## src/rtl/glyph_bitmap_subpixel_filter_assert.svh

```systemverilog
// Assertion macros shared by the glyph filter RTL.
// Each macro is checked on the rising edge of clk and is idle while rstn is low.
`ifndef GLYPH_BITMAP_SUBPIXEL_FILTER_ASSERT_SVH
`define GLYPH_BITMAP_SUBPIXEL_FILTER_ASSERT_SVH

// cons must hold in the same cycle as ante
`define GBSF_ASSERT_SAME(label, clk, rstn, ante, cons, msg) \
    label: assert property (@(posedge clk) disable iff (!rstn) (ante) |-> (cons)) \
        else $error(msg);

// cons must hold in the cycle after ante
`define GBSF_ASSERT_NEXT(label, clk, rstn, ante, cons, msg) \
    label: assert property (@(posedge clk) disable iff (!rstn) (ante) |=> (cons)) \
        else $error(msg);

`endif

```

## src/rtl/gbsf_pkg.sv

```systemverilog
`timescale 1ns / 1ps
package gbsf_pkg;

    // pixel_format codes
    localparam logic [1:0] FMT_LCD  = 2'd0;
    localparam logic [1:0] FMT_GRAY = 2'd1;
    localparam logic [1:0] FMT_MONO = 2'd2;

    // configuration register indexes
    localparam logic [1:0] REG_PIXEL_FORMAT = 2'd0;
    localparam logic [1:0] REG_ROW_WIDTH    = 2'd1;
    localparam logic [1:0] REG_ROW_COUNT    = 2'd2;

    // 5-tap LCD filter, weights over 256
    localparam int NUM_TAPS = 5;
    localparam logic [6:0] TAP_WEIGHT [NUM_TAPS] = '{7'd24, 7'd56, 7'd96, 7'd56, 7'd24};

    // position of the transaction being accepted, low bits only
    typedef struct packed {
        logic [9:0] col;      // input column c
        logic [9:0] quot;     // c / 3
        logic [1:0] rem;      // c % 3
        logic [2:0] cmin;     // min(c, 4)
        logic [9:0] row;      // flipped output row
        logic       row_end;  // c is the last column of the row
        logic [3:0] run_len;  // mono texels for this byte, 1..8
    } gbsf_pos_t;

endpackage

```

## src/rtl/glyph_bitmap_subpixel_filter.sv

```systemverilog
`timescale 1ns / 1ps
// Glyph bitmap to texel converter with a 5-tap LCD subpixel filter.
// Input: one bitmap byte per transaction on s_valid/s_ready (s_sample), row by
// row, no pitch padding. Output: one texel per transaction on m_valid/m_ready
// with its column, channel, flipped row and m_last_of_run on the last texel of
// an input byte. Configuration: cfg_wr_en/cfg_index/cfg_wdata, written while idle.
// An accepted byte's texels pass through the step register, then the output register.
// Throughput: one byte per cycle in LCD and gray modes while the output is not
// stalled; the last byte of a row in LCD mode holds the window while the tap
// weights slide one cell per step to produce the two trailing subpixels. A mono
// byte takes one step per unpacked texel, min(8, columns left) texels in all.
// The five-cell sample chain holds the filter window; the output register lets
// the next byte enter while a finished texel waits. When m_ready is low the
// output register holds and s_ready drops once the pending texel is blocked.
// Reset (aresetn low, synchronous) clears the position and the filter window,
// empties the pipeline and sets pixel_format 0, row_width 1, row_count 1.
module glyph_bitmap_subpixel_filter #(
    parameter int MAX_WIDTH = 1024,
    parameter int MAX_ROWS  = 1024
) (
    input  logic        aclk,
    input  logic        aresetn,
    input  logic        cfg_wr_en,
    input  logic [1:0]  cfg_index,
    input  logic [10:0] cfg_wdata,
    input  logic        s_valid,
    output logic        s_ready,
    input  logic [7:0]  s_sample,
    output logic        m_valid,
    input  logic        m_ready,
    output logic [7:0]  m_value,
    output logic [9:0]  m_column,
    output logic [1:0]  m_channel,
    output logic [9:0]  m_row,
    output logic        m_last_of_run
);
    import gbsf_pkg::*;

    typedef struct packed {
        logic       emit;
        logic       last;
        logic [9:0] col;
        logic [1:0] chan;
        logic [4:0] en;
    } step_t;

    // LCD texel for step k of a byte: subpixel x = c - 2 + k
    function automatic step_t lcd_step(input logic [1:0] k, input logic [2:0] cmin,
                                       input logic [9:0] quot, input logic [1:0] rem,
                                       input logic row_end);
        step_t      st;
        logic [1:0] back;
        logic [3:0] reach;
        back    = 2'd2 - k;
        reach   = {1'b0, cmin} + {2'b00, k};
        st.emit = (reach >= 4'd2);
        st.last = row_end ? (k == 2'd2) : (k == 2'd0);
        if (rem >= back) begin
            st.col  = quot;
            st.chan = rem - back;
        end else begin
            st.col  = quot - 10'd1;
            st.chan = rem + 2'd3 - back;
        end
        // cell z holds column c - 4 + z; drop it below column 0 or when no tap reaches it
        for (int z = 0; z < NUM_TAPS; z++) begin
            st.en[z] = (({1'b0, cmin} + 4'(z)) >= 4'd4) && (4'(z) >= {2'b00, k});
        end
        return st;
    endfunction

    // configuration
    logic [1:0]  fmt_reg, fmt_next;
    logic [10:0] width_reg, width_next;
    logic [10:0] count_reg, count_next;

    // current texel step
    logic        cur_valid_reg, cur_valid_next;
    logic        cur_emit_reg, cur_emit_next;
    logic        cur_last_reg, cur_last_next;
    logic        cur_lcd_reg, cur_lcd_next;
    logic [7:0]  cur_value_reg, cur_value_next;
    logic [9:0]  cur_col_reg, cur_col_next;
    logic [1:0]  cur_chan_reg, cur_chan_next;
    logic [9:0]  cur_row_reg, cur_row_next;
    logic [4:0]  cur_en_reg, cur_en_next;

    // byte in progress
    logic        item_lcd_reg, item_lcd_next;
    logic [1:0]  item_k_reg, item_k_next;
    logic [2:0]  item_cmin_reg, item_cmin_next;
    logic [9:0]  item_quot_reg, item_quot_next;
    logic [1:0]  item_rem_reg, item_rem_next;
    logic        item_row_end_reg, item_row_end_next;
    logic [2:0]  run_left_reg, run_left_next;
    logic [7:0]  mono_bits_reg, mono_bits_next;

    // output register
    logic        m_valid_reg, m_valid_next;
    logic [7:0]  m_value_reg, m_value_next;
    logic [9:0]  m_column_reg, m_column_next;
    logic [1:0]  m_channel_reg, m_channel_next;
    logic [9:0]  m_row_reg, m_row_next;
    logic        m_last_reg, m_last_next;

    gbsf_pos_t   pos;
    step_t       lcd_first, lcd_more;
    logic        out_free, step_done, accept, cont, out_load, chain_shift;
    logic [7:0]  chain_in;
    logic [7:0]  cell_sample [NUM_TAPS];
    logic [7:0]  cell_din [NUM_TAPS];
    logic [6:0]  cell_weight [NUM_TAPS];
    logic [6:0]  cell_prod [NUM_TAPS];
    logic [8:0]  fir_sum;

    // handshake and step control
    assign out_free    = !m_valid_reg || m_ready;
    assign step_done   = cur_valid_reg && (!cur_emit_reg || out_free);
    assign s_ready     = !cur_valid_reg || (step_done && (run_left_reg == 3'd0));
    assign accept      = s_valid && s_ready;
    assign cont        = step_done && (run_left_reg != 3'd0);
    assign out_load    = cur_valid_reg && cur_emit_reg && out_free;
    assign chain_shift = accept;
    assign chain_in    = s_sample;

    gbsf_pos_tracker #(
        .MAX_WIDTH (MAX_WIDTH),
        .MAX_ROWS  (MAX_ROWS)
    ) u_pos (
        .aclk         (aclk),
        .aresetn      (aresetn),
        .advance      (accept),
        .pixel_format (fmt_reg),
        .row_width    (width_reg),
        .row_count    (count_reg),
        .pos          (pos)
    );

    // tap weights slide toward newer cells on the trailing steps of a row end
    always_comb begin
        for (int z = 0; z < NUM_TAPS; z++) begin
            cell_weight[z] = 7'd0;
            for (int t = 0; t < NUM_TAPS; t++) begin
                if (t + int'(item_k_reg) == z) cell_weight[z] = TAP_WEIGHT[t];
            end
        end
    end

    // filter window: newest sample in the top cell
    for (genvar z = 0; z < NUM_TAPS; z++) begin : g_tap
        if (z == NUM_TAPS - 1) begin : g_head
            assign cell_din[z] = chain_in;
        end else begin : g_body
            assign cell_din[z] = cell_sample[z + 1];
        end
        gbsf_tap_cell u_cell (
            .aclk       (aclk),
            .aresetn    (aresetn),
            .shift      (chain_shift),
            .sample_in  (cell_din[z]),
            .tap_en     (cur_en_reg[z]),
            .weight     (cell_weight[z]),
            .sample_out (cell_sample[z]),
            .product    (cell_prod[z])
        );
    end

    always_comb begin
        fir_sum = 9'd0;
        for (int z = 0; z < NUM_TAPS; z++) begin
            fir_sum = fir_sum + 9'(cell_prod[z]);
        end
    end

    assign lcd_first = lcd_step(2'd0, pos.cmin, pos.quot, pos.rem, pos.row_end);
    assign lcd_more  = lcd_step(item_k_reg + 2'd1, item_cmin_reg, item_quot_reg,
                                item_rem_reg, item_row_end_reg);

    // configuration writes
    always_comb begin
        fmt_next   = fmt_reg;
        width_next = width_reg;
        count_next = count_reg;
        if (cfg_wr_en) begin
            case (cfg_index)
                REG_PIXEL_FORMAT: fmt_next   = cfg_wdata[1:0];
                REG_ROW_WIDTH:    width_next = cfg_wdata;
                REG_ROW_COUNT:    count_next = cfg_wdata;
                default:          ;
            endcase
        end
    end

    // step sequencer: load a byte's first step, then its trailing steps
    always_comb begin
        cur_valid_next    = cur_valid_reg;
        cur_emit_next     = cur_emit_reg;
        cur_last_next     = cur_last_reg;
        cur_lcd_next      = cur_lcd_reg;
        cur_value_next    = cur_value_reg;
        cur_col_next      = cur_col_reg;
        cur_chan_next     = cur_chan_reg;
        cur_row_next      = cur_row_reg;
        cur_en_next       = cur_en_reg;
        item_lcd_next     = item_lcd_reg;
        item_k_next       = item_k_reg;
        item_cmin_next    = item_cmin_reg;
        item_quot_next    = item_quot_reg;
        item_rem_next     = item_rem_reg;
        item_row_end_next = item_row_end_reg;
        run_left_next     = run_left_reg;
        mono_bits_next    = mono_bits_reg;
        if (accept) begin
            cur_valid_next    = 1'b1;
            cur_row_next      = pos.row;
            item_k_next       = 2'd0;
            item_cmin_next    = pos.cmin;
            item_quot_next    = pos.quot;
            item_rem_next     = pos.rem;
            item_row_end_next = pos.row_end;
            cur_value_next    = s_sample;
            mono_bits_next    = {s_sample[6:0], 1'b0};
            case (fmt_reg)
                FMT_LCD: begin
                    item_lcd_next = 1'b1;
                    cur_lcd_next  = 1'b1;
                    cur_emit_next = lcd_first.emit;
                    cur_last_next = lcd_first.last;
                    cur_col_next  = lcd_first.col;
                    cur_chan_next = lcd_first.chan;
                    cur_en_next   = lcd_first.en;
                    run_left_next = pos.row_end ? 3'd2 : 3'd0;
                end
                FMT_MONO: begin
                    item_lcd_next  = 1'b0;
                    cur_lcd_next   = 1'b0;
                    cur_emit_next  = 1'b1;
                    cur_last_next  = (pos.run_len == 4'd1);
                    cur_col_next   = pos.col;
                    cur_chan_next  = 2'd0;
                    cur_en_next    = '0;
                    cur_value_next = s_sample[7] ? 8'hFF : 8'h00;
                    run_left_next  = 3'(pos.run_len - 4'd1);
                end
                default: begin
                    // gray, and the unused format code
                    item_lcd_next = 1'b0;
                    cur_lcd_next  = 1'b0;
                    cur_emit_next = 1'b1;
                    cur_last_next = 1'b1;
                    cur_col_next  = pos.col;
                    cur_chan_next = 2'd0;
                    cur_en_next   = '0;
                    run_left_next = 3'd0;
                end
            endcase
        end else if (cont) begin
            run_left_next = run_left_reg - 3'd1;
            item_k_next   = item_k_reg + 2'd1;
            if (item_lcd_reg) begin
                cur_emit_next = lcd_more.emit;
                cur_last_next = lcd_more.last;
                cur_col_next  = lcd_more.col;
                cur_chan_next = lcd_more.chan;
                cur_en_next   = lcd_more.en;
            end else begin
                cur_emit_next  = 1'b1;
                cur_last_next  = (run_left_reg == 3'd1);
                cur_col_next   = cur_col_reg + 10'd1;
                cur_value_next = mono_bits_reg[7] ? 8'hFF : 8'h00;
                mono_bits_next = {mono_bits_reg[6:0], 1'b0};
            end
        end else if (step_done) begin
            cur_valid_next = 1'b0;
        end
    end

    // output register
    always_comb begin
        m_valid_next   = m_valid_reg;
        m_value_next   = m_value_reg;
        m_column_next  = m_column_reg;
        m_channel_next = m_channel_reg;
        m_row_next     = m_row_reg;
        m_last_next    = m_last_reg;
        if (out_load) begin
            m_valid_next   = 1'b1;
            m_value_next   = cur_lcd_reg ? fir_sum[7:0] : cur_value_reg;
            m_column_next  = cur_col_reg;
            m_channel_next = cur_chan_reg;
            m_row_next     = cur_row_reg;
            m_last_next    = cur_last_reg;
        end else if (m_ready) begin
            m_valid_next = 1'b0;
        end
    end

    always_ff @(posedge aclk) begin
        if (!aresetn) begin
            fmt_reg       <= FMT_LCD;
            width_reg     <= 11'd1;
            count_reg     <= 11'd1;
            cur_valid_reg <= 1'b0;
            run_left_reg  <= 3'd0;
            m_valid_reg   <= 1'b0;
        end else begin
            fmt_reg       <= fmt_next;
            width_reg     <= width_next;
            count_reg     <= count_next;
            cur_valid_reg <= cur_valid_next;
            run_left_reg  <= run_left_next;
            m_valid_reg   <= m_valid_next;
        end
    end

    always_ff @(posedge aclk) begin
        cur_emit_reg     <= cur_emit_next;
        cur_last_reg     <= cur_last_next;
        cur_lcd_reg      <= cur_lcd_next;
        cur_value_reg    <= cur_value_next;
        cur_col_reg      <= cur_col_next;
        cur_chan_reg     <= cur_chan_next;
        cur_row_reg      <= cur_row_next;
        cur_en_reg       <= cur_en_next;
        item_lcd_reg     <= item_lcd_next;
        item_k_reg       <= item_k_next;
        item_cmin_reg    <= item_cmin_next;
        item_quot_reg    <= item_quot_next;
        item_rem_reg     <= item_rem_next;
        item_row_end_reg <= item_row_end_next;
        mono_bits_reg    <= mono_bits_next;
        m_value_reg      <= m_value_next;
        m_column_reg     <= m_column_next;
        m_channel_reg    <= m_channel_next;
        m_row_reg        <= m_row_next;
        m_last_reg       <= m_last_next;
    end

    assign m_valid       = m_valid_reg;
    assign m_value       = m_value_reg;
    assign m_column      = m_column_reg;
    assign m_channel     = m_channel_reg;
    assign m_row         = m_row_reg;
    assign m_last_of_run = m_last_reg;

`include "glyph_bitmap_subpixel_filter_assert.svh"

    // a byte with texels still to come holds off the next transaction
    `GBSF_ASSERT_SAME(a_run_blocks_input, aclk, aresetn, cur_valid_reg && (run_left_reg != 3'd0), !s_ready, "input taken while a run is pending")
    // the texel flagged last closes its run
    `GBSF_ASSERT_SAME(a_last_ends_run, aclk, aresetn, out_load && cur_last_reg, run_left_reg == 3'd0, "last texel sent with steps left")
    // mono texels of one byte step through consecutive columns
    `GBSF_ASSERT_NEXT(a_mono_column_step, aclk, aresetn, cont && !item_lcd_reg, cur_col_reg == $past(cur_col_reg) + 10'd1, "mono column did not advance by one")

endmodule

```

## src/rtl/gbsf_tap_cell.sv

```systemverilog
`timescale 1ns / 1ps
module gbsf_tap_cell (
    input  logic       aclk,
    input  logic       aresetn,
    input  logic       shift,
    input  logic [7:0] sample_in,
    input  logic       tap_en,
    input  logic [6:0] weight,
    output logic [7:0] sample_out,
    output logic [6:0] product
);

    logic [7:0]  sample_reg;
    logic [7:0]  sample_next;
    logic [14:0] mult;

    // one window slot; shifts toward the older end of the chain
    always_comb begin
        sample_next = shift ? sample_in : sample_reg;
    end

    always_ff @(posedge aclk) begin
        if (!aresetn) begin
            sample_reg <= 8'd0;
        end else begin
            sample_reg <= sample_next;
        end
    end

    // each product is truncated on its own, dropped taps give zero
    assign mult       = sample_reg * weight;
    assign product    = tap_en ? mult[14:8] : 7'd0;
    assign sample_out = sample_reg;

endmodule

```

## src/rtl/gbsf_pos_tracker.sv

```systemverilog
`timescale 1ns / 1ps
module gbsf_pos_tracker #(
    parameter int MAX_WIDTH = 1024,
    parameter int MAX_ROWS  = 1024
) (
    input  logic               aclk,
    input  logic               aresetn,
    input  logic               advance,
    input  logic [1:0]         pixel_format,
    input  logic [10:0]        row_width,
    input  logic [10:0]        row_count,
    output gbsf_pkg::gbsf_pos_t pos
);
    import gbsf_pkg::*;

    localparam int CW  = $clog2(MAX_WIDTH) + 1;
    localparam int RW  = $clog2(MAX_ROWS) + 1;
    localparam int CEW = (CW > 11) ? CW : 11;
    localparam int REW = (RW > 11) ? RW : 11;

    logic [CW-1:0]  col_reg, col_next;
    logic [CW-1:0]  quot_reg, quot_next;
    logic [1:0]     rem_reg, rem_next;
    logic [RW-1:0]  row_reg, row_next;

    logic [CEW-1:0] width_ext;
    logic [REW-1:0] count_ext;
    logic [CW-1:0]  width, c, qc, left, sum;
    logic [RW-1:0]  rows, rowc, orow, row_inc;
    logic [1:0]     rc, qinc, rnew;
    logic [3:0]     run_len, adv, rsum, qinc3;
    logic           stale, wrap;
    logic [CW+9:0]  c_ext, q_ext;
    logic [RW+9:0]  orow_ext;

    // clamp the configured sizes
    assign width_ext = CEW'(row_width);
    assign count_ext = REW'(row_count);

    always_comb begin
        if (row_width == 11'd0) begin
            width = CW'(1);
        end else if (width_ext > CEW'(MAX_WIDTH)) begin
            width = CW'(MAX_WIDTH);
        end else begin
            width = CW'(width_ext);
        end
        if (row_count == 11'd0) begin
            rows = RW'(1);
        end else if (count_ext > REW'(MAX_ROWS)) begin
            rows = RW'(MAX_ROWS);
        end else begin
            rows = RW'(count_ext);
        end
    end

    // stale position after a size change restarts the row or the glyph
    assign stale = (col_reg >= width);
    assign c     = stale ? '0 : col_reg;
    assign qc    = stale ? '0 : quot_reg;
    assign rc    = stale ? 2'd0 : rem_reg;
    assign rowc  = (row_reg >= rows) ? '0 : row_reg;
    assign orow  = rows - rowc - RW'(1);

    // advance: one column, or the mono run length
    assign left    = width - c;
    assign run_len = (left > CW'(8)) ? 4'd8 : left[3:0];
    assign adv     = (pixel_format == FMT_MONO) ? run_len : 4'd1;
    assign sum     = c + CW'(adv);
    assign wrap    = (sum >= width);
    assign row_inc = rowc + RW'(1);

    // keep c / 3 and c % 3 alongside the column
    assign rsum = {2'b00, rc} + adv;
    always_comb begin
        case (rsum) inside
            [4'd0:4'd2]: qinc = 2'd0;
            [4'd3:4'd5]: qinc = 2'd1;
            [4'd6:4'd8]: qinc = 2'd2;
            default:     qinc = 2'd3;
        endcase
    end
    assign qinc3 = {1'b0, qinc, 1'b0} + {2'b00, qinc};
    assign rnew  = 2'(rsum - qinc3);

    always_comb begin
        col_next  = col_reg;
        quot_next = quot_reg;
        rem_next  = rem_reg;
        row_next  = row_reg;
        if (advance) begin
            if (wrap) begin
                col_next  = '0;
                quot_next = '0;
                rem_next  = 2'd0;
                row_next  = (row_inc >= rows) ? '0 : row_inc;
            end else begin
                col_next  = sum;
                quot_next = qc + CW'(qinc);
                rem_next  = rnew;
                row_next  = rowc;
            end
        end
    end

    always_ff @(posedge aclk) begin
        if (!aresetn) begin
            col_reg  <= '0;
            quot_reg <= '0;
            rem_reg  <= 2'd0;
            row_reg  <= '0;
        end else begin
            col_reg  <= col_next;
            quot_reg <= quot_next;
            rem_reg  <= rem_next;
            row_reg  <= row_next;
        end
    end

    // outputs carry the low ten bits
    assign c_ext    = (CW + 10)'(c);
    assign q_ext    = (CW + 10)'(qc);
    assign orow_ext = (RW + 10)'(orow);

    assign pos.col     = c_ext[9:0];
    assign pos.quot    = q_ext[9:0];
    assign pos.rem     = rc;
    assign pos.cmin    = (c >= CW'(4)) ? 3'd4 : c[2:0];
    assign pos.row     = orow_ext[9:0];
    assign pos.row_end = (c == width - CW'(1));
    assign pos.run_len = run_len;

endmodule

```

## config.mk

```make
export PLATFORM = sky130hd
export DESIGN_NAME = glyph_bitmap_subpixel_filter
export DESIGN_NICKNAME = d
export VERILOG_FILES = /design/src/rtl/gbsf_pkg.sv /design/src/rtl/glyph_bitmap_subpixel_filter.sv /design/src/rtl/gbsf_tap_cell.sv /design/src/rtl/gbsf_pos_tracker.sv
export VERILOG_INCLUDE_DIRS = /design/src /design/src/rtl
export SDC_FILE = /design/constraint.sdc
export NUM_CORES = 1
export LEC_CHECK = 0
export BUFFER_PORTS_ARGS = -buffer_cell sky130_fd_sc_hd__buf_2
export CAP_MARGIN = 20
export CORE_MARGIN = 10
export CORE_UTILIZATION = 45
export DETAILED_ROUTE_END_ITERATION = 7
export HOLD_SLACK_MARGIN = 0.15
export PLACE_DENSITY_LB_ADDON = 0.3
export REMOVE_ABC_BUFFERS = 1
export SYNTH_ARGS = -nofsm -noshare
export SYNTH_HDL_FRONTEND = slang
export SYNTH_SLANG_ARGS = --single-unit
```

## constraint.sdc

```tcl
create_clock -name aclk -period 13.39 [get_ports aclk]
set_clock_uncertainty 0.05 [all_clocks]
set_input_delay 2.678 -clock aclk [delete_from_list [all_inputs] [get_ports aclk]]
set_output_delay 2.678 -clock aclk [all_outputs]
set_load 0.02 [all_outputs]
```

; After elaboration in Yosys (flattened, before gate mapping)
; Index checks and enable logic that the tools add are counted.
[totals]
reg_bits = 198
in_bits = 26
output_inout_bits = 33
wordCells = 270
[classes]
addsub = 40
mul = 5
magnitude_cmp = 31
eq_ne = 28
n_mux = 92
n_reduce_logical = 40
[op_table]
columns = op, count
row1 = "== test 32 x 3 -> 1 bit, second input constant", 8
row2 = zero test 32 bit, 5
row3 = 2-to-1 mux 7 bit, 22
row4 = "== test 32 x 2 -> 1 bit, second input constant", 4
row5 = 2-to-1 mux 11 bit, 11
row6 = 2-to-1 mux 8 bit, 10
row7 = multiplier 8 x 7 -> 15 bit, 5
row8 = >= comparator 11 bit, 4
row9 = 2-to-1 mux 10 bit, 4
row10 = 2-to-1 mux 5 bit, 8
row11 = ">= comparator 4 x 3 -> 1 bit, second input constant", 9
row12 = "subtractor 10 x 1 -> 10 bit, second input constant", 3
row13 = adder 8 x 7 -> 8 bit, 3
row14 = 2-to-1 mux 12 bit, 2
row15 = "greater-than comparator 11 bit, second input constant", 2
row16 = zero test 11 bit, 2
row17 = 2-to-1 mux 2 bit, 9
row18 = 2-to-1 mux 6 bit, 3
row19 = "adder 3 x 2 -> 4 bit, second input constant", 4
row20 = 2-to-1 mux 1 bit, 16
row21 = logical AND 1 bit, 12
row22 = AND reduction 2 bit, 6
row23 = "adder 11 x 1 -> 11 bit, second input constant", 1
row24 = adder 11 x 2 -> 11 bit, 1
row25 = other kinds (51), 82

; Longest topological paths before layout
; Gate-level depths: netlist of run 1.
[depth]
word_depth = 18
ltp_mapped = 42
mapped_depth_nobuf = 38

; Modules after synthesis
; A second synthesis of run 1 with hierarchy kept.
[unflattened]
cells_unflattened = 2375
area_unflattened_um2 = 21783.4
[by_module_without_submodules]
columns = mod, instances, cells_per_inst, area_per_inst_um2, seq_area_each_um2
row1 = glyph_bitmap_subpixel_filter, 1, 597, 6657.6, 3383.2
row2 = gbsf_pos_tracker, 1, 661, 4893.4, 680.7
row3 = gbsf_tap_cell (g_tap[4].u_cell), 1, 223, 2068.2, 160.2
row4 = gbsf_tap_cell (g_tap[2].u_cell), 1, 228, 2060.7, 160.2
row5 = gbsf_tap_cell (g_tap[0].u_cell), 1, 222, 2039.5, 160.2
row6 = gbsf_tap_cell (g_tap[1].u_cell), 1, 221, 2033.2, 160.2
row7 = gbsf_tap_cell (g_tap[3].u_cell), 1, 223, 2030.7, 160.2

; Least setup slack after synthesis of run 1
; No wires, ideal clock.
[synth_path]
path_kind = flip-flop to flip-flop
from = register width_reg[6]
to = register u_pos.row_reg[2]
setup_time_ps = 81
arrival_ps = 8132
t_required_ps = 13259
path_slack_ps = 5127
path_stages_with_launch = 40
n_path_buf = 5
synth_period_minus_slack_ps = 8263
cell_sequence = dfxtp_1 > clkbuf_1 > or4_1 > nor3_1 > o21ai_0 > inv_1 > ha_1 > nor2b_1 > o21ai_0 > a21oi_1 > o21a_1 > buf_2 > clkbuf_1 > clkbuf_1 > nand2_1 > ha_1 > clkbuf_1 > a21o_1 > (+4 left out) > and3_1 > nor2_1 > ha_1 > o21ai_0 > nand2b_1 > nand4_1 > or3_1 > a21oi_2 > nand4_1 > xor2_1 > ha_1 > o211ai_1 > o21ai_0 > inv_1 > nor3_1 > nand3_1 > or3_1 > o211ai_1
[synth_via]
elab_chain_cells = 12
elab_cells_between_ends = 13
classes_between = 2 x add/sub / 4 x order compare / 6 x mux / 1 x reduce/logical
[synth_lines]
columns = element, line_no
row1 = "start, declared", glyph_bitmap_subpixel_filter.sv:74  ; logic [10:0] width_reg, width_next;
row2 = "start signal, assigned", glyph_bitmap_subpixel_filter.sv:308  ; width_reg <= width_next;
row3 = greater-than comparator 11 bit, gbsf_pos_tracker.sv:43  ; end else if (width_ext > CEW'(MAX_WIDTH)) begin
row4 = 2-to-1 mux 11 bit, gbsf_pos_tracker.sv:43
row5 = 2-to-1 mux 11 bit *, gbsf_pos_tracker.sv:41  ; if (row_width == 11'd0) begin
row6 = >= comparator 11 bit, gbsf_pos_tracker.sv:58  ; assign stale = (col_reg >= width);
row7 = 2-to-1 mux 11 bit, gbsf_pos_tracker.sv:59  ; assign c = stale ? '0 : col_reg;
row8 = subtractor 11 bit, gbsf_pos_tracker.sv:66  ; assign left = width - c;
row9 = greater-than comparator 11 x 4 -> 1 bit, gbsf_pos_tracker.sv:67  ; assign run_len = (left > CW'(8)) ? 4'd8 : left[3:0];
row10 = 2-to-1 mux 4 bit, gbsf_pos_tracker.sv:67
row11 = 2-to-1 mux 4 bit, gbsf_pos_tracker.sv:68  ; assign adv = (pixel_format == FMT_MONO) ? run_len : 4'd1;
row12 = adder 11 x 4 -> 11 bit, gbsf_pos_tracker.sv:69  ; assign sum = c + CW'(adv);
row13 = >= comparator 11 bit *, gbsf_pos_tracker.sv:70  ; assign wrap = (sum >= width);
row14 = 2-to-1 mux 11 bit *, gbsf_pos_tracker.sv:92  ; if (wrap) begin
row15 = "end signal, assigned", gbsf_pos_tracker.sv:116  ; row_reg <= row_next;
row16 = "end, declared", gbsf_pos_tracker.sv:24  ; logic [RW-1:0] row_reg, row_next;
; Every way passes the cells marked *; elsewhere a longest branch is shown, timed or not.
; A chain may end at the register's enable or synchronous reset.

; Worst setup path in the final report of run 1
[layout_path]
from = register width_reg[10]
to = register u_pos.row_reg[3]
; Same word-level chain as after synthesis.

==> report_table.html, run 1 <==
<table>
<tr><th>Metric</th><th>Value</th></tr>
<tr><th colspan="2">Floorplan</th></tr>
<tr><td>Horizontal die dimension</td><td>216 um</td></tr>
<tr><td>Core region area</td><td>37,800 um^2</td></tr>
<tr><td>Initial cell density of the core</td><td>45.9%</td></tr>
<tr><td>Vertical extent of the die</td><td>216 um</td></tr>
<tr><td>DIE AREA</td><td>46,800 um^2</td></tr>
<tr><td>Number of I/O pins</td><td>59</td></tr>
<tr><td>Site row count</td><td>71</td></tr>
<tr><th colspan="2">Routing</th></tr>
<tr><td>Vias after detailed routing</td><td>roughly 14,000</td></tr>
<tr><td>Final wirelength</td><td>42.6 mm</td></tr>
<tr><td>Violation count after the first detailed-route iteration</td><td>930</td></tr>
<tr><td># DRC</td><td>0</td></tr>
<tr><td>Via density per instance</td><td>5.47</td></tr>
<tr><td>First-pass iteration count of the detailed router</td><td>5</td></tr>
<tr><td>Number of nets with antenna violations after detailed routing</td><td>0</td></tr>
<tr><td>Routed length per placed instance</td><td>17.0 um</td></tr>
<tr><th colspan="2">Worst setup path</th></tr>
<tr><td>Arrival time at the worst endpoint</td><td>10.36 ns</td></tr>
<tr><td>FF-to-FF Start</td><td>width_reg[10]</td></tr>
<tr><td>Worst Setup Start Kind</td><td>register</td></tr>
<tr><td>Slowest cell on crit path</td><td>o21a_1</td></tr>
<tr><td>Buf+Inv Stages, Crit Path</td><td>3</td></tr>
<tr><td>Slack of the worst reg-to-reg path</td><td>3.33 ns</td></tr>
<tr><td>Destination of the worst register-to-register timing path</td><td>u_pos.row_reg[3]</td></tr>
<tr><td>Required time of the critical path</td><td>about 14 ns</td></tr>
<tr><td>Dominant cell type by count on the critical path</td><td>ha_1</td></tr>
<tr><td>Critical path destination</td><td>u_pos.row_reg[3]</td></tr>
<tr><td>Crit Path Max Fanout</td><td>20</td></tr>
<tr><td>Largest incremental delay on the critical path</td><td>about 0.73 ns</td></tr>
<tr><td>Depth of the most critical reg-to-reg path</td><td>33</td></tr>
<tr><td>Category of the critical setup timing path</td><td>register to register</td></tr>
<tr><td>Dominant delay contributor by cell family on the critical path</td><td>compound AO/OA/AOI/OAI gates</td></tr>
<tr><td>Critical path depth</td><td>33</td></tr>
<tr><td>Critical path capture point type</td><td>register</td></tr>
<tr><td>Worst setup startpoint</td><td>width_reg[10]</td></tr>
<tr><th colspan="2">Synthesis</th></tr>
<tr><td>Prevailing post-synth register cell</td><td>dfxtp_1</td></tr>
<tr><td>Count of flip-flops with a built-in enable after synthesis</td><td>92</td></tr>
<tr><td>Cell count after synthesis</td><td>1,976</td></tr>
<tr><td>Yosys reg bits</td><td>197</td></tr>
<tr><td>Share of the yosys chip area belonging to registers</td><td>between 20% and 30%</td></tr>
<tr><td>Avg Cell Area, Syn</td><td>8.78 um^2</td></tr>
<tr><td>Unique cell type count in the Yosys netlist</td><td>73</td></tr>
<tr><td>Total number of yosys warnings</td><td>0</td></tr>
<tr><td>Async set-reset flop share out of synthesis</td><td>0%</td></tr>
<tr><td>Post-synthesis instance area</td><td>about 17,000 um^2</td></tr>
<tr><th colspan="2">Timing</th></tr>
<tr><td>Worst slew slack as a fraction of its limit</td><td>between 20% and 30%</td></tr>
<tr><td>Post-Route Setup TNS</td><td>0 ns</td></tr>
<tr><td>Final setup violation count</td><td>0</td></tr>
<tr><td>Period minus WS final</td><td>10.06 ns</td></tr>
<tr><td>Transition time at the pin with the least slew margin</td><td>1.09 ns</td></tr>
<tr><td>Period utilization</td><td>75.1%</td></tr>
<tr><td>Setup repair after global routing missed its margin</td><td>no</td></tr>
<tr><td>Number of hold-slack violations in the final timing report</td><td>0</td></tr>
<tr><td>Top achievable clock speed</td><td>99.4 MHz</td></tr>
<tr><td>Worst hold margin</td><td>0.373 ns</td></tr>
<tr><td>Max-slew violation count</td><td>0</td></tr>
<tr><th colspan="2">Global routing</th></tr>
<tr><td>Met3 track utilization from global routing</td><td>2.49%</td></tr>
<tr><td>Met1 GRT Util</td><td>23.8%</td></tr>
<tr><td>Fraction of met2 tracks used by global routing</td><td>a little under a third</td></tr>
<tr><td>Routing layer with the top usage in global route</td><td>met2</td></tr>
<tr><td>Maximum number of pins on one net before global-route repair</td><td>84</td></tr>
<tr><td>Via count of the first global-routing pass</td><td>13,607</td></tr>
<tr><td>Antenna violations before repair</td><td>0</td></tr>
<tr><td>GR Util All Layers</td><td>18.3%</td></tr>
<tr><td>Global-route wire length before repair</td><td>70.3 mm</td></tr>
<tr><td>Global route total overflow</td><td>0</td></tr>
<tr><th colspan="2">CTS</th></tr>
<tr><td>Buffer count from post-CTS setup fixing</td><td>0</td></tr>
<tr><td>Inserted Clock Buffers</td><td>17</td></tr>
<tr><td>Clock Path Buffers</td><td>2</td></tr>
<tr><td>Clock tree from TritonCTS</td><td>built</td></tr>
<tr><td>Hold-fix buffers at CTS</td><td>0</td></tr>
<tr><td>Clock latency at the later pin of the worst-skew pair</td><td>0.46 ns</td></tr>
<tr><td>Clk sinks</td><td>197</td></tr>
<tr><td>CTS Root Cell</td><td>clkbuf_16</td></tr>
<tr><td>Worst-path clk slew</td><td>0.08 ns</td></tr>
<tr><td>Clock H-tree levels</td><td>4</td></tr>
<tr><td>Post-cts gate resize count</td><td>0</td></tr>
<tr><th colspan="2">Layout</th></tr>
<tr><td>Leading cell types in the layout, fill and taps excluded</td><td>nand2_1, ha_1, inv_1</td></tr>
<tr><td>Area delta synth-&gt;final</td><td>7.52%</td></tr>
<tr><td>Number of antenna diodes</td><td>0</td></tr>
<tr><td>Final-stage net count</td><td>between 2,000 and 2,500</td></tr>
<tr><td>Proportion of layout cells with a drive suffix above 1</td><td>6.24%</td></tr>
<tr><td>Flip-flop count of the largest register after layout</td><td>40</td></tr>
<tr><td>Leading cell type in the layout, fill and taps excluded</td><td>nand2_1</td></tr>
<tr><td>Post-route standard cell area excluding fillers</td><td>18,700 um^2</td></tr>
<tr><td># fillers</td><td>3,640</td></tr>
<tr><th colspan="2">Placement</th></tr>
<tr><td>Placed instance area</td><td>between 15,000 and 20,000 um^2</td></tr>
<tr><td>Half-perimeter wire length after placement</td><td>approximately 33 mm</td></tr>
<tr><td>Final Wtd Congestion</td><td>a little over 0.9</td></tr>
<tr><td>Port Buf Inserts</td><td>58</td></tr>
<tr><th colspan="2">Min path</th></tr>
<tr><td>Min-Delay Path Class</td><td>register to register</td></tr>
<tr><td>Number of stages on the worst hold path</td><td>0</td></tr>
<tr><th colspan="2">Power and ir drop</th></tr>
<tr><td>Peak supply drop</td><td>~0.11 mV</td></tr>
<tr><td>Areal power density over the cells</td><td>91.5 nW/um^2</td></tr>
<tr><td>Leakage dissipation</td><td>roughly 0.0091 uW</td></tr>
<tr><th colspan="2">Run</th></tr>
<tr><td>Reported max-cap violation count</td><td>0</td></tr>
<tr><th colspan="2">Status</th></tr>
<tr><td>Status</td><td>finished, final reports clean</td></tr>
</table>
[metrics by stage]
step	total power (uW)	instances	utilization, %	worst slack (ns)
floorplan	1050	1904	-	4.69
global placement	1190	2481	47.8	3.83
detailed placement	1200	2481	47.8	3.51
CTS	1720	2513	49.3	3.45
global route	1810	2513	49.3	2.48
finish	1710	2513	49.3	3.33
[power by group]
part | internal, uW | leakage [uW] | total (uW) | switching [uW]
Combinational | 164 | 0.00702 | 458 | 295
Clock | 260 | 0.000291 | 521 | 261
Sequential | 693 | 0.00174 | 728 | 35.6
Total | 1120 | 0.00905 | 1710 | 591
[cell families (layout without fill, tap and decap cells)]
family                     after synthesis  count (layout)  share of synthesized area (%)
AOI/OAI and AO/OA                      359             359                           13.2
and+or+nand+nor                        657             657                           17.9
muxes                                   32              32                           1.89
xor gates and xnor gates               110             110                           5.55
DFF                                    197             197                           28.0
adders and majority gates              319             319                           26.9
buffers and inverters                  302             328                           6.60
[layer usage]
layer | part of all wire, % | up-vias
li1 | - | 6751
met1 | 46 | 6704
met2 | 49 | 244
met3 | 3.6 | 46
met4 | 1.8 | 0
met5 | 0 | -
[cells in the mapped netlist (26+ instances only)]
cell	number	area share [%]
a21o_1	32	1.4
a21oi_1	141	4.1
and2_1	35	1.3
clkbuf_1	58	1.3
dfxtp_1	105	12
edfxtp_1	92	16
fa_1	90	10
ha_1	229	17
inv_1	225	4.9
mux2i_1	26	1.5
nand2_1	305	6.6
nand2b_1	40	1.4
nand3_1	41	1.2
nor2_1	97	2.1
nor2b_1	26	0.94
o21ai_0	54	1.6
xnor2_1	82	4.1
xor2_1	28	1.4
[how the worst min path moves through the flow]
stage,start,endpoint
after floorplan,cur_chan_reg[0],m_channel[0]
after global placement,cur_row_reg[7],m_row[7]
after detailed placement,cur_chan_reg[1],m_channel[1]
after CTS,cur_chan_reg[1],m_channel[1]
after global routing,cur_chan_reg[1],m_channel[1]
final,cur_row_reg[8],m_row[8]
[layout make-up]
type / instances / area [um^2] / share of cell area, %
Multi-Input combinational cell: 1477 / 11400 / 60.9
Inverter: 230 / 865 / 4.63
Timing Repair Buffer: 66 / 350 / 1.88
Sequential cell: 197 / 4860 / 26.1
Clock inverter: 13 / 116 / 0.624
Tap cell: 511 / 639 / 3.43
Clock buffer: 19 / 464 / 2.49
Note: power is estimated with default switching activity, not from simulation.
==> run 2, diff against run 1 <==
==> constraint.sdc (replaced) <==
create_clock -name aclk -period 10.2 [get_ports aclk]
set_clock_uncertainty 0.05 [all_clocks]
set_input_delay 2.04 -clock aclk [delete_from_list [all_inputs] [get_ports aclk]]
set_output_delay 2.04 -clock aclk [all_outputs]
set_load 0.02 [all_outputs]
==> run 2 against run 1 <==
  * Clock-buffer cell count is 1 lower
  * Final cell count hardly changed
  * Sequential share of layout area is 0.089 points lower
  * Hold slack hardly changed
  * First-iteration DRC count is 0.54% lower
  * Critical path depth is 1 lower
  * Non-clock buffer count is 2 higher
  * Via count is 1.2% higher
  * Total power is 34% higher
==> report_table.html, run 2 (synthesized netlist as in run 1, its figures left out) <==
<table>
<tr><th>Metric</th><th>Value</th></tr>
<tr><th colspan="2">Worst setup path</th></tr>
<tr><td>Largest incremental delay on the critical path</td><td>0.69 ns (-0.04 ns)</td></tr>
<tr><td>Crit Path Max Fanout</td><td>30 (+50%)</td></tr>
<tr><td>Destination of the worst register-to-register timing path</td><td>u_pos.row_reg[3]</td></tr>
<tr><td>FF-to-FF Start</td><td>width_reg[10]</td></tr>
<tr><td>Depth of the most critical reg-to-reg path</td><td>32 (-3.0%)</td></tr>
<tr><td>Critical path capture point type</td><td>register</td></tr>
<tr><td>Slack of the worst reg-to-reg path</td><td>0.57 ns (-2.76 ns)</td></tr>
<tr><td>Arrival time at the worst endpoint</td><td>9.94 ns (-0.42 ns)</td></tr>
<tr><td>Category of the critical setup timing path</td><td>register to register</td></tr>
<tr><td>Required time of the critical path</td><td>10.51 ns (-3.18 ns)</td></tr>
<tr><td>Slowest cell on crit path</td><td>dfxtp_1</td></tr>
<tr><td>Worst Setup Start Kind</td><td>register</td></tr>
<tr><td>Dominant cell type by count on the critical path</td><td>ha_1</td></tr>
<tr><th colspan="2">Layout</th></tr>
<tr><td>Leading cell types in the layout, fill and taps excluded</td><td>nand2_1, ha_1, inv_1</td></tr>
<tr><td>Final-stage net count</td><td>2,336 (+0.086%)</td></tr>
<tr><td>Proportion of layout cells with a drive suffix above 1</td><td>6.34% (+0.094 points)</td></tr>
<tr><td>Number of antenna diodes</td><td>0 (unchanged)</td></tr>
<tr><td>Leading cell type in the layout, fill and taps excluded</td><td>nand2_1</td></tr>
<tr><td>Flip-flop count of the largest register after layout</td><td>40 (unchanged)</td></tr>
<tr><td>Area delta synth-&gt;final</td><td>7.89%</td></tr>
<tr><th colspan="2">Placement</th></tr>
<tr><td>Half-perimeter wire length after placement</td><td>33.2 mm (+0.13%)</td></tr>
<tr><td>Worst-case setup slack after placement</td><td>0.888 ns (-2.62 ns)</td></tr>
<tr><td>Final Wtd Congestion</td><td>0.947 (+2.5%)</td></tr>
<tr><td>Port Buf Inserts</td><td>58 (unchanged)</td></tr>
<tr><th colspan="2">CTS</th></tr>
<tr><td>Clock H-tree levels</td><td>4 (unchanged)</td></tr>
<tr><td>Clock tree from TritonCTS</td><td>built</td></tr>
<tr><td>Post-cts gate resize count</td><td>0 (unchanged)</td></tr>
<tr><td>Hold-fix buffers at CTS</td><td>0 (unchanged)</td></tr>
<tr><td>Clk sinks</td><td>197 (unchanged)</td></tr>
<tr><td>Inserted Clock Buffers</td><td>17 (unchanged)</td></tr>
<tr><td>Worst-path clk slew</td><td>0.08 ns (about the same)</td></tr>
<tr><td>Buffer count from post-CTS setup fixing</td><td>0 (unchanged)</td></tr>
<tr><td>Clock Path Buffers</td><td>2 (unchanged)</td></tr>
<tr><td>Clock latency at the later pin of the worst-skew pair</td><td>0.47 ns (about the same)</td></tr>
<tr><td>CTS Root Cell</td><td>clkbuf_16</td></tr>
<tr><th colspan="2">Routing</th></tr>
<tr><td>Top routing layer in use</td><td>met5</td></tr>
<tr><td>Routed length per placed instance</td><td>17.0 um (+0.53%)</td></tr>
<tr><td>Routed metal-1 wirelength</td><td>18.6 mm (-4.5%)</td></tr>
<tr><td>Met2 wirelength from detailed routing</td><td>20.7 mm (-0.49%)</td></tr>
<tr><td>First-pass iteration count of the detailed router</td><td>5 (unchanged)</td></tr>
<tr><td>Via density per instance</td><td>5.53 (+1.2%)</td></tr>
<tr><td>Number of nets with antenna violations after detailed routing</td><td>0 (unchanged)</td></tr>
<tr><td>Final wirelength</td><td>42.9 mm (+0.61%)</td></tr>
<tr><td># DRC</td><td>0 (unchanged)</td></tr>
<tr><td>Met3 Wirelength</td><td>2.56 mm (+69%)</td></tr>
<tr><td>Vias after detailed routing</td><td>13,916 (+1.2%)</td></tr>
<tr><td>Violation count after the first detailed-route iteration</td><td>925 (-0.54%)</td></tr>
<tr><th colspan="2">Timing</th></tr>
<tr><td>Final setup violation count</td><td>0 (unchanged)</td></tr>
<tr><td>Period utilization</td><td>94.4% (+19 points)</td></tr>
<tr><td>Top achievable clock speed</td><td>104 MHz (+4.5%)</td></tr>
<tr><td>Worst slew slack as a fraction of its limit</td><td>31.6% (+4.0 points)</td></tr>
<tr><td>Post-Route Setup TNS</td><td>0 ns (unchanged)</td></tr>
<tr><td>Setup repair after global routing missed its margin</td><td>no</td></tr>
<tr><td>Post-route worst setup slack</td><td>0.574 ns (-2.76 ns)</td></tr>
<tr><td>Period minus WS final</td><td>9.63 ns (-0.429 ns)</td></tr>
<tr><td>Max-slew violation count</td><td>0 (unchanged)</td></tr>
<tr><td>Number of hold-slack violations in the final timing report</td><td>0 (unchanged)</td></tr>
<tr><td>Transition time at the pin with the least slew margin</td><td>1.03 ns (-0.0605 ns)</td></tr>
<tr><th colspan="2">Power and ir drop</th></tr>
<tr><td>Power share of the sequential group</td><td>41.8% (-0.9 points)</td></tr>
<tr><td>Combinational group share of total power</td><td>26.4% (-0.4 points)</td></tr>
<tr><td>Cell-internal power</td><td>1510 uW (+35%)</td></tr>
<tr><td>Areal power density over the cells</td><td>123 nW/um^2 (+34%)</td></tr>
<tr><td>Switching part of the total power</td><td>34.3% (-0.27 points)</td></tr>
<tr><td>Net switching component of the power</td><td>787 uW (+33%)</td></tr>
<tr><td>Peak supply drop</td><td>0.143 mV (+25%)</td></tr>
<tr><td>Leakage dissipation</td><td>0.00908 uW (+0.30%)</td></tr>
<tr><td>Fraction of power consumed by the clock network</td><td>31.8% (+1.3 points)</td></tr>
<tr><th colspan="2">Global routing</th></tr>
<tr><td>Antenna violations before repair</td><td>1 (+1)</td></tr>
<tr><td>Global route total overflow</td><td>0 (unchanged)</td></tr>
<tr><td>Maximum number of pins on one net before global-route repair</td><td>75 (-11%)</td></tr>
<tr><td>GR Util All Layers</td><td>18.3% (about the same)</td></tr>
<tr><td>Global-route wire length before repair</td><td>70.2 mm (-0.17%)</td></tr>
<tr><td>Via count of the first global-routing pass</td><td>13,633 (+0.19%)</td></tr>
<tr><th colspan="2">Floorplan</th></tr>
<tr><td>DIE AREA</td><td>46,800 um^2 (unchanged)</td></tr>
<tr><td>Number of I/O pins</td><td>59 (unchanged)</td></tr>
<tr><td>Vertical extent of the die</td><td>216 um (unchanged)</td></tr>
<tr><td>Horizontal die dimension</td><td>216 um (unchanged)</td></tr>
<tr><td>Core region area</td><td>37,800 um^2 (unchanged)</td></tr>
<tr><td>Site row count</td><td>71 (unchanged)</td></tr>
<tr><td>Initial cell density of the core</td><td>45.9% (unchanged)</td></tr>
<tr><th colspan="2">Min path</th></tr>
<tr><td>Hold-critical path endpoint</td><td>m_row[9]</td></tr>
<tr><td>Number of stages on the worst hold path</td><td>0 (unchanged)</td></tr>
<tr><td>Startpoint of the tightest hold check path</td><td>cur_row_reg[9]</td></tr>
<tr><td>Min-Delay Path Class</td><td>register to register</td></tr>
<tr><th colspan="2">Run</th></tr>
<tr><td>Reported max-cap violation count</td><td>0 (unchanged)</td></tr>
<tr><th colspan="2">Status</th></tr>
<tr><td>Status</td><td>finished, final reports clean</td></tr>
</table>
-- run 2: critical path, delay by kind of cell (launching register included) --
| family | cells | cell delay [ns] |
|---|---|---|
| adder cells (fa/ha/maj) | 4 | 1.33 |
| AND/OR/NAND/NOR | 12 | 2.50 |
| flip-flops | 1 | 0.69 |
| XOR/XNOR | 3 | 0.82 |
| buffers and inverters | 2 | 0.76 |
| AO/OA/AOI/OAI | 11 | 3.36 |
-- run 2: power by group through the flow --
stage               clock network (uW)  logic, uW  registers (uW)
floorplan                            0        412             973
global placement                     0        587             973
detailed placement                   0        599             976
CTS                                747        604             958
global route                       775        675             965
finish                             730        606             958
-- run 2: final cells by class --
class                   instances  area, um^2
repair buffers                 68         363
fillers                      3658       19100
flip-flops and latches        197        4860
clock inverters                14         203
well taps                     511         639
inverters                     230         865
clock buffers                  18         429
multi-input cells            1477       11400
-- run 2: how the worst max path moves through the flow --
stage | start | end | slack, ns | cells after the start
detailed placement | width_reg[10] | u_pos.row_reg[3] | 0.89 | 32
global placement | width_reg[10] | u_pos.row_reg[3] | 1.28 | 32
global route | width_reg[6] | u_pos.row_reg[2] | 0.06 | 35
floorplan | width_reg[6] | u_pos.row_reg[2] | 1.83 | 35
CTS | width_reg[10] | u_pos.row_reg[3] | 0.83 | 32
finish | width_reg[10] | u_pos.row_reg[3] | 0.57 | 32
-- run 2: through the flow --
stage	instance area (um^2)	power, uW	utilization, %	std cells	hold slack, ns
final	18700	2290	49.5	2515	0.373
after global placement	18100	1560	47.8	2482	0.352
after detailed placement	18100	1580	47.8	2482	0.359
after CTS	18700	2310	49.5	2514	0.375
after floorplan	17100	1380	-	1904	0.350
after global routing	18700	2410	49.5	2515	0.373
-- run 2: layer usage --
| metal | up-vias | global-route usage [%] |
|---|---|---|
| met5 | - | 0 |
| met4 | 2 | 5.64 |
| met3 | 70 | 3.06 |
| met2 | 384 | 31.0 |
| met1 | 6703 | 23.3 |
| li1 | 6757 | - |
